$ cat src/design/tsg_pkg.sv
// Shared types and constants for the three-voice tone sample generator.
package tsg_pkg;

    // Configuration register indexes
    localparam logic CFG_NOTE_LENGTH = 1'b0;
    localparam logic CFG_AMPLITUDE   = 1'b1;

    // Envelope divider quotient and operand widths, and the triangle value width
    localparam int QUOT_W = 13;
    localparam int NUM_W  = 32;
    localparam int DEN_W  = 18;
    localparam int TRI_W  = 15;

    // Input beat: three voice frequencies in 0.01 Hz and the sample position
    typedef struct packed {
        logic [17:0] freq_square_a;
        logic [17:0] freq_square_b;
        logic [17:0] freq_tri;
        logic [15:0] sample_pos;
    } t_in_item;

    // Output beat
    typedef struct packed {
        logic signed [15:0] sample_wide;
        logic signed [7:0]  sample_byte;
    } t_out_item;

    // Side data carried alongside the envelope divider
    typedef struct packed {
        logic                    on_a;
        logic                    on_b;
        logic                    neg_a;
        logic                    neg_b;
        logic                    env_full;
        logic                    env_mid;
        logic signed [TRI_W-1:0] tri_val;
    } t_side;

endpackage

$ cat src/design/tsg_div.sv
// Pipelined restoring divider for the envelope, one quotient bit per stage.
module tsg_div (
    input  logic                     i_clk,
    input  logic                     i_rst_n,
    input  logic                     i_en,
    input  logic                     i_valid,
    input  logic [tsg_pkg::NUM_W-1:0]  i_num,
    input  logic [tsg_pkg::DEN_W-1:0]  i_den,
    input  tsg_pkg::t_side           i_side,
    output logic                     o_valid,
    output logic [tsg_pkg::QUOT_W-1:0] o_quot,
    output tsg_pkg::t_side           o_side
);
    import tsg_pkg::*;

    logic              r_valid [QUOT_W];
    logic [NUM_W-1:0]  r_rem   [QUOT_W];
    logic [QUOT_W-1:0] r_quot  [QUOT_W];
    t_side             r_side  [QUOT_W];

    logic              s_valid [QUOT_W+1];
    logic [NUM_W-1:0]  s_rem   [QUOT_W+1];
    logic [QUOT_W-1:0] s_quot  [QUOT_W+1];
    t_side             s_side  [QUOT_W+1];

    // Feed stage zero from the ports
    assign s_valid[0] = i_valid;
    assign s_rem[0]   = i_num;
    assign s_quot[0]  = '0;
    assign s_side[0]  = i_side;

    genvar j;
    generate
        for (j = 0; j < QUOT_W; j++) begin : g_stage
            localparam int BIT = QUOT_W - 1 - j;
            logic [NUM_W-1:0] w_trial;
            logic             w_ge;

            // Compare against the divisor shifted to this quotient bit
            assign w_trial = {{(NUM_W-DEN_W){1'b0}}, i_den} << BIT;
            assign w_ge    = s_rem[j] >= w_trial;

            // Advance the valid bit
            always_ff @(posedge i_clk) begin
                if (!i_rst_n) begin
                    r_valid[j] <= 1'b0;
                end else if (i_en) begin
                    r_valid[j] <= s_valid[j];
                end
            end

            // Subtract when it fits and shift in the quotient bit
            always_ff @(posedge i_clk) begin
                if (i_en) begin
                    r_rem[j]  <= w_ge ? s_rem[j] - w_trial : s_rem[j];
                    r_quot[j] <= {s_quot[j][QUOT_W-2:0], w_ge};
                    r_side[j] <= s_side[j];
                end
            end

            assign s_valid[j+1] = r_valid[j];
            assign s_rem[j+1]   = r_rem[j];
            assign s_quot[j+1]  = r_quot[j];
            assign s_side[j+1]  = r_side[j];
        end
    endgenerate

    assign o_valid = s_valid[QUOT_W];
    assign o_quot  = s_quot[QUOT_W];
    assign o_side  = s_side[QUOT_W];

endmodule

$ cat config.mk
export PLATFORM = sky130hd
export DESIGN_NAME = tsg_div
export DESIGN_NICKNAME = d
export VERILOG_FILES = /design/src/design/tsg_pkg.sv /design/src/design/tsg_div.sv
export SDC_FILE = /design/constraint.sdc
export NUM_CORES = 1
export LEC_CHECK = 0
export ABC_AREA = 0
export BUFFER_PORTS_ARGS = -buffer_cell sky130_fd_sc_hd__buf_2
export CORE_ASPECT_RATIO = 1.1
export CORE_UTILIZATION = 65
export DETAILED_ROUTE_END_ITERATION = 12
export HOLD_SLACK_MARGIN = 0.08
export PLACE_DENSITY = 0.83
export SLEW_MARGIN = 20
export SYNTH_ARGS = -nofsm -noshare
export SYNTH_HDL_FRONTEND = slang
export SYNTH_SLANG_ARGS = --single-unit
$ cat constraint.sdc
create_clock -name i_clk -period 8.4 [get_ports i_clk]
set_clock_uncertainty 0.05 [all_clocks]
set_input_delay 0.84 -clock i_clk [delete_from_list [all_inputs] [get_ports i_clk]]
set_output_delay 0.84 -clock i_clk [all_outputs]
set_load 0.1 [all_outputs]
==> summary.txt <==
EDFF count, synth -> 760
count leader, synth -> edfxtp_1
Hold Path Depth -> 1
layout cell share with drive strength beyond 1 -> 0.1004
met2 WL -> 44050 um
top-area cell type share of the netlist area -> 0.5898
post-cts repair resize count -> 0
clk_lat worst skew -> 0.64 ns
setup TNS -> 0 ns
buffer count from post-CTS setup fixing -> 0
Ports -> 110
top cells by count, synth -> edfxtp_1 (760), nand2_1 (242), ha_1 (234), o21ai_0 (226), a21oi_1 (189)
Post-synth top flop -> edfxtp_1
pin count of the biggest net entering global routing -> 197
Max Cap Violations -> 0
site row count -> 93
synthesis warning total -> 0
top sig layer -> met4
final hold violations -> 0
Pwr per Cell Area -> 320.1 nW/um^2
reg2reg path depth -> 9
Vias per Instance -> 6.380
# nets final -> 3560
crit end category -> register
Bufs on Longest Clock Path -> 3
Synth area leader -> edfxtp_1
total design power -> 13.62 mW
Reg2Reg Setup Slack -> 4.47 ns
f_max -> 207.8 MHz
Area Overhead vs Synth -> 9.962%
Clock transition at path regs -> 0.06 ns
Yosys reg bits -> 761
Final period util -> 0.5728
clk sink count -> 761
# hold bufs at CTS -> 0
Worst slew margin -> 0.2234
total gr overflow -> 0
vias in the first global route -> 25940
Post-synth ARST share -> 0
crit path launch type -> input port
WP data arrival -> 5.13 ns
starting density of the core -> 0.6598
Hold Crit Class -> in -> reg
metal1 wirelength -> 32990 um
outcome -> completed
Filler Cell Count -> 3748
fin crit period -> 4.812 ns
DR WL met3 -> 4262 um
PnR worst setup slack -> 3.588 ns
Die Wd -> 234.6 um
pre-CTS setup slack -> 3.055 ns
synthesized area per cell -> 12.45 um^2
first-pass GRT wire length -> 134000 um
routed via count -> 25880
clock root buffer -> clkbuf_16
GP Congestion -> 0.8926
Worst EP required -> 8.72 ns
max-slew violations -> 0
syn nets -> 3428
Cells after Synth -> 3107
CTS Buf Count -> 78
Final setup viols -> 0
antenna viol nets, final -> 0
crit-path max FO -> 19
# diodes -> 0
critical path class -> in -> reg
DIE HEIGHT -> 257.9 um
WL/cell -> 21.05 um
unrepaired setup endpoints after global routing -> false
Die Area -> 60510 um^2
Post-DP HPWL -> 57310 um
top post-synthesis cells by area -> edfxtp_1 (59%), ha_1 (7.6%), xor2_1 (3.1%)
Worst-Margin Slew -> 1.165 ns
Pleak -> 15.83 nW
fin cells -> 4057
Total Routing Usage GR -> 0.2802
# DRC -> 0
Post-Syn Area -> 38700 um^2
H-tree depth -> 3
CTS tree -> yes
sequential area share after synthesis -> 0.5903
placed cell count -> 3919
Total Wirelength -> 85410 um
antenna violations before repair -> 0
Core Footprint -> 58650 um^2
VDD IR max -> 189.1 uV
initial DRC count -> 2084
Cell variety after synth -> 86
Core Util, Final -> 0.7256
IO buf count -> 109
first drt pass iteration count -> 6
-- layer usage --
layer / vias up / GRT usage
li1: 12150 / -
met1: 12560 / 0.3250
met2: 909 / 0.5073
met3: 264 / 0.04073
met4: 0 / 0.1429
met5: - / 0
-- report_power, final --
group / total, mW / internal (mW) / switching (mW)
logic: 4.49 / 1.88 / 2.61
clock network: 3.42 / 1.92 / 1.50
registers: 5.72 / 5.22 / 0.492
-- cells by family (layout without fill, tap and decap cells) --
kind of cell	count (synthesis)	after routing	share of synthesized area
multiplexers	50	50	0.01429
AND/OR/NAND/NOR	833	833	0.1079
flip-flops	761	761	0.5903
buffers and inverters	183	373	0.02056
adder cells (fa/ha/maj)	246	246	0.08187
AO/OA/AOI/OAI	785	785	0.1287
XOR/XNOR	249	249	0.05636
-- placed cells by master (no fill, tap or decap), types with 41 or more instances in the layout --
| master | count |
|---|---|
| buf_2 | 108 |
| nand2_1 | 242 |
| nand3_1 | 48 |
| nor3_1 | 55 |
| clkbuf_16 | 78 |
| inv_1 | 96 |
| xor2_1 | 137 |
| a21oi_1 | 189 |
| nor4_1 | 42 |
| xnor2_1 | 112 |
| mux2_2 | 41 |
| a21o_1 | 85 |
| nor2_1 | 184 |
| edfxtp_1 | 760 |
| ha_1 | 234 |
| o21ai_0 | 226 |
-- sequential cells by signal, indices dropped and copies added (netlist names) --
signal	cells
r_quot	91
r_rem	384
r_side	273
r_valid	13
-- final timing paths --
| check | start | to |
|---|---|---|
| worst max-delay path | i_den[1] | r_rem[2][105] |
| worst min-delay path | i_side[10] | r_side[0][10] |
| worst max register to register | r_rem[1][77] | r_rem[1][127] |
| worst min register to register | r_quot[3][2] | r_quot[4][3] |
-- through the flow --
step                hold WS [ns]  cell area (um^2)
floorplan                 0.3503             38700
detailed placement        0.3545             40020
finish                    0.3248             42550
global route              0.3017             42550
global placement          0.3502             40020
CTS                       0.2851             42550
-- final cells by class --
cell class	count	area, um^2	area share
inverters	100	375.4	0.008821
well taps	760	950.9	0.02235
clock inverters	51	544.3	0.01279
clock buffers	87	1986	0.04666
flip-flops and latches	761	22840	0.5368
multi-input cells	2163	15080	0.3543
repair buffers	135	775.7	0.01823
-- worst max-delay path, stage by stage --
cell and delay (ns):
buf_2 0.38, inv_1 0.57, ha_1 0.49, nor2b_1 0.15, o2111a_1 0.25, o2111ai_1 0.23
nand2_1 0.14, o22ai_1 0.41, o31a_1 0.50, nand2_1 0.66, mux2_2 0.51
Power figures use the tool's default switching activity.
